<file path="src/hdl/pyzh_ram.sv">
// Generic single-write, single-read RAM with registered read data.
module pyzh_ram #(
    parameter int unsigned WIDTH = 8,
    parameter int unsigned DEPTH = 32
) (
    input  logic                                  clk,
    input  logic                                  we,
    input  logic [(DEPTH > 1 ? $clog2(DEPTH) : 1)-1:0] waddr,
    input  logic [WIDTH-1:0]                      wdata,
    input  logic [(DEPTH > 1 ? $clog2(DEPTH) : 1)-1:0] raddr,
    output logic [WIDTH-1:0]                      rdata
);

    logic [WIDTH-1:0] mem [DEPTH];

    always_ff @(posedge clk)
    begin
        if (we)
        begin
            mem[waddr] <= wdata;
        end
        rdata <= mem[raddr];
    end

endmodule

</file>
<file path="config.mk">
export PLATFORM = sky130hd
export DESIGN_NAME = pyzh_ram
export DESIGN_NICKNAME = d
export VERILOG_FILES = /design/src/hdl/pyzh_ram.sv
export SDC_FILE = /design/constraint.sdc
export NUM_CORES = 1
export LEC_CHECK = 0
export ABC_AREA = 1
export BUFFER_PORTS_ARGS = -buffer_cell sky130_fd_sc_hd__clkbuf_2
export CORE_UTILIZATION = 25
export DETAILED_ROUTE_END_ITERATION = 8
export SLEW_MARGIN = 20
export SYNTH_ARGS = -nofsm -noshare
export SYNTH_HDL_FRONTEND = slang
export SYNTH_SLANG_ARGS = --single-unit
</file>
<file path="constraint.sdc">
create_clock -name clk -period 2.7 [get_ports clk]
set_input_delay 0.405 -clock clk [delete_from_list [all_inputs] [get_ports clk]]
set_output_delay 0.405 -clock clk [all_outputs]
set_load 0.02 [all_outputs]
</file>
==> flow_summary_export.csv <==
group,metric,value,unit
global_routing,grt_overflow_total,0,
critical_path,crit_arrival,1.23,ns
sta,tightest_slew,0.922,ns
sta,period_share,60.5,%
critical_path,slowest_delay,0.46,ns
finish,fin_cells,1519,
clocking,tritoncts,"yes",
critical_path,critPathTopFamily,"flip-flops",
placement,dp_slack,0.660,ns
critical_path,critical-path-slowest-cell,"dfxtp_1",
sta,setup_viol,0,
finish,syn_to_final_growth,15.1,%
clocking,htreeDepth,1,
power_and_ir_drop,powerDensity,733,mW/mm2
finish,mostFrequentLayoutCell,"nand2_1",
logic_synthesis,avgSynthCellArea,11.7,um2
placement,dp.cells,1467,
routing,antenna_left,0,
routing,firstDrtPassIters,5,
power_and_ir_drop,ir_worst_vdd,0.499,mV
routing,wl,26800,um
critical_path,critPathMaxFanout,1,
finish,final_cell_mix,"nand2_1, edfxtp_1, nand3_1",
sta,postLayoutSetupSlackWorst,1.07,ns
placement,place_congestion,0.804,
sta,fin_crit,1.63,ns
clocking,clkTransAtPathRegs,0.06,ns
clocking,ctsResizeCount,0,
critical_path,rr_endpoint,"rdata[7]",
sta,fin_skew,0.0213,ns
critical_path,startpoint_type,"register",
critical_path,crit_buf_inv,1,
sta,hold_violations,0,
routing,dr.first_iter.drc_count,531,
logic_synthesis,netlist_instances,922,
clocking,postCtsSetupRepairBufs,0,
finish,layout-drive-gt1-share,10.3,%
logic_synthesis,synth.yosys.warnings,0,
global_routing,grt_pass1_vias,6942,
critical_path,critical_path_required,2.30,ns
global_routing,grt_max_degree,129,
min_path,hold_path_class,"primary input to register",
sta,slew_viol_final,0,
floorplan,dieArea,0.0440,mm2
floorplan,die_w,210,um
placement,dp_hpwl,16000,um
flow_run,drv_cap,0,
logic_synthesis,synth_nets,942,
power_and_ir_drop,p_leak,4.52,nW
finish,fill_cells,4330,
routing,drc,0,
critical_path,cp-endpoint,"rdata[3]",
floorplan,die_height,210,um
finish,seq_area,0.00785,mm2
sta,fmax,613,MHz
logic_synthesis,ys_types,12,
floorplan,initial_core_util,25.5,%
logic_synthesis,ys_ff_latch,264,
sta,fin_setup_tns,0,ns
critical_path,cp-startpoint,"rdata[3]",
global_routing,grt_usage,12.2,%
critical_path,worstRegToRegCells,8,
run_status,status,"completed",
global_routing,grt_pass1_wl,41200,um
floorplan,core,0.0422,mm2
clocking,cts_buffers,28,
placement,dpl_cell_area,0.0115,mm2
critical_path,critPathKind,"register to output pin",
sta,rsz0062_at_grt,"false",
critical_path,ff2ff_setup_slack,1.42,ns
logic_synthesis,netlist_area,0.0108,mm2
logic_synthesis,synth_seq_area_share,72.8,%
power_and_ir_drop,power,9.09,mW
finish,design_area,0.0124,mm2
finish,multi_input_area,0.00249,mm2
placement,io_buffers,27,
global_routing,grt_antenna_before_repair,0,
floorplan,rows,75,
routing,drt-vias-per-instance,4.56,
sta,max-slew-margin-rel,38.5,%
critical_path,r2r-start,"mem[5][7]",
clocking,clk_path_buf_depth,3,
clocking,root_buffer,"clkbuf_16",
routing,wl_per_cell,17.6,um
finish,antennaDiodeCount,0,
clocking,cts.sink_count,264,
critical_path,path_cells,"clkbuf_2",
finish,nets,978,
clocking,cts_hold_buf,0,
floorplan,pin_count,28,
routing,num_vias,6921,
critical_path,end_kind,"output pin",
clocking,insertion_delay,0.55,ns
critical_path,crit_cells,1,
worst min path at each step:
stage               startpoint  slack, ns   endpoint  cells after the start
finish                raddr[4]       0.24   rdata[3]                      3
CTS                   raddr[4]       0.23   rdata[3]                      3
global placement      raddr[4]       0.78   rdata[3]                      3
floorplan             wdata[0]       0.50  mem[0][0]                      0
global route          raddr[4]       0.27   rdata[3]                      3
detailed placement    raddr[4]       0.77   rdata[3]                      3
synthesized netlist by cell type:
cell / instances / area share (%)
dfxtp_1: 8 / 1.5
buf_6: 24 / 2.5
nor2_1: 32 / 1.1
buf_4: 4 / 0.28
buf_2: 15 / 0.70
clkbuf_1: 7 / 0.24
inv_1: 8 / 0.28
nand3_1: 204 / 9.5
buf_1: 2 / 0.070
edfxtp_1: 256 / 71
inv_2: 2 / 0.070
nand2_1: 360 / 13
cells by family after synthesis:
logic type    count (synthesis)  share of synthesized area, %
buf+inv                      62                          4.14
flops                       264                          72.8
simple gates                596                          23.1
power by group:
| group | total (mW) | internal [mW] | switching (mW) | leakage (nW) |
|---|---|---|---|---|
| registers | 4.58 | 4.56 | 0.0228 | 2.37 |
| logic | 0.564 | 0.141 | 0.423 | 1.68 |
| clock network | 3.95 | 2.39 | 1.56 | 0.465 |
per-stage QoR:
step | hold WS, ns | util [%]
after CTS | 0.230 | 29.4
after floorplan | 0.504 | -
after global routing | 0.271 | 29.4
final | 0.244 | 29.4
after global placement | 0.780 | 27.1
after detailed placement | 0.770 | 27.1
metal layers:
layer  up-vias  part of all wire, %  wire, um  global-route usage (%)
met5         -                    0         0                       0
met4         0                  2.5       674                    3.40
li1       3269                    -         -                       -
met2       239                   47     12500                    19.7
met1      3363                   45     12000                    17.1
met3        50                  6.0      1610                    1.77
worst min-delay path: cells and delay by family:
family,cells,cell delay [ns]
buffers and inverters,1,0.18
and+or+nand+nor,2,0.14
sequential cells by signal (all words and copies together), names as in the netlist:
| name | cells |
|---|---|
| rdata | 8 |
| mem | 256 |
cell type report:
type,count,share of cell area (%)
Clock buffer,36,5.89
Clock inverter,16,1.77
Inverter,10,0.323
Multi-Input combinational cell,596,20.1
Sequential cell,264,63.2
Tap cell,539,5.43
Timing Repair Buffer,58,3.29
Note: power is estimated with default switching activity, not from simulation.
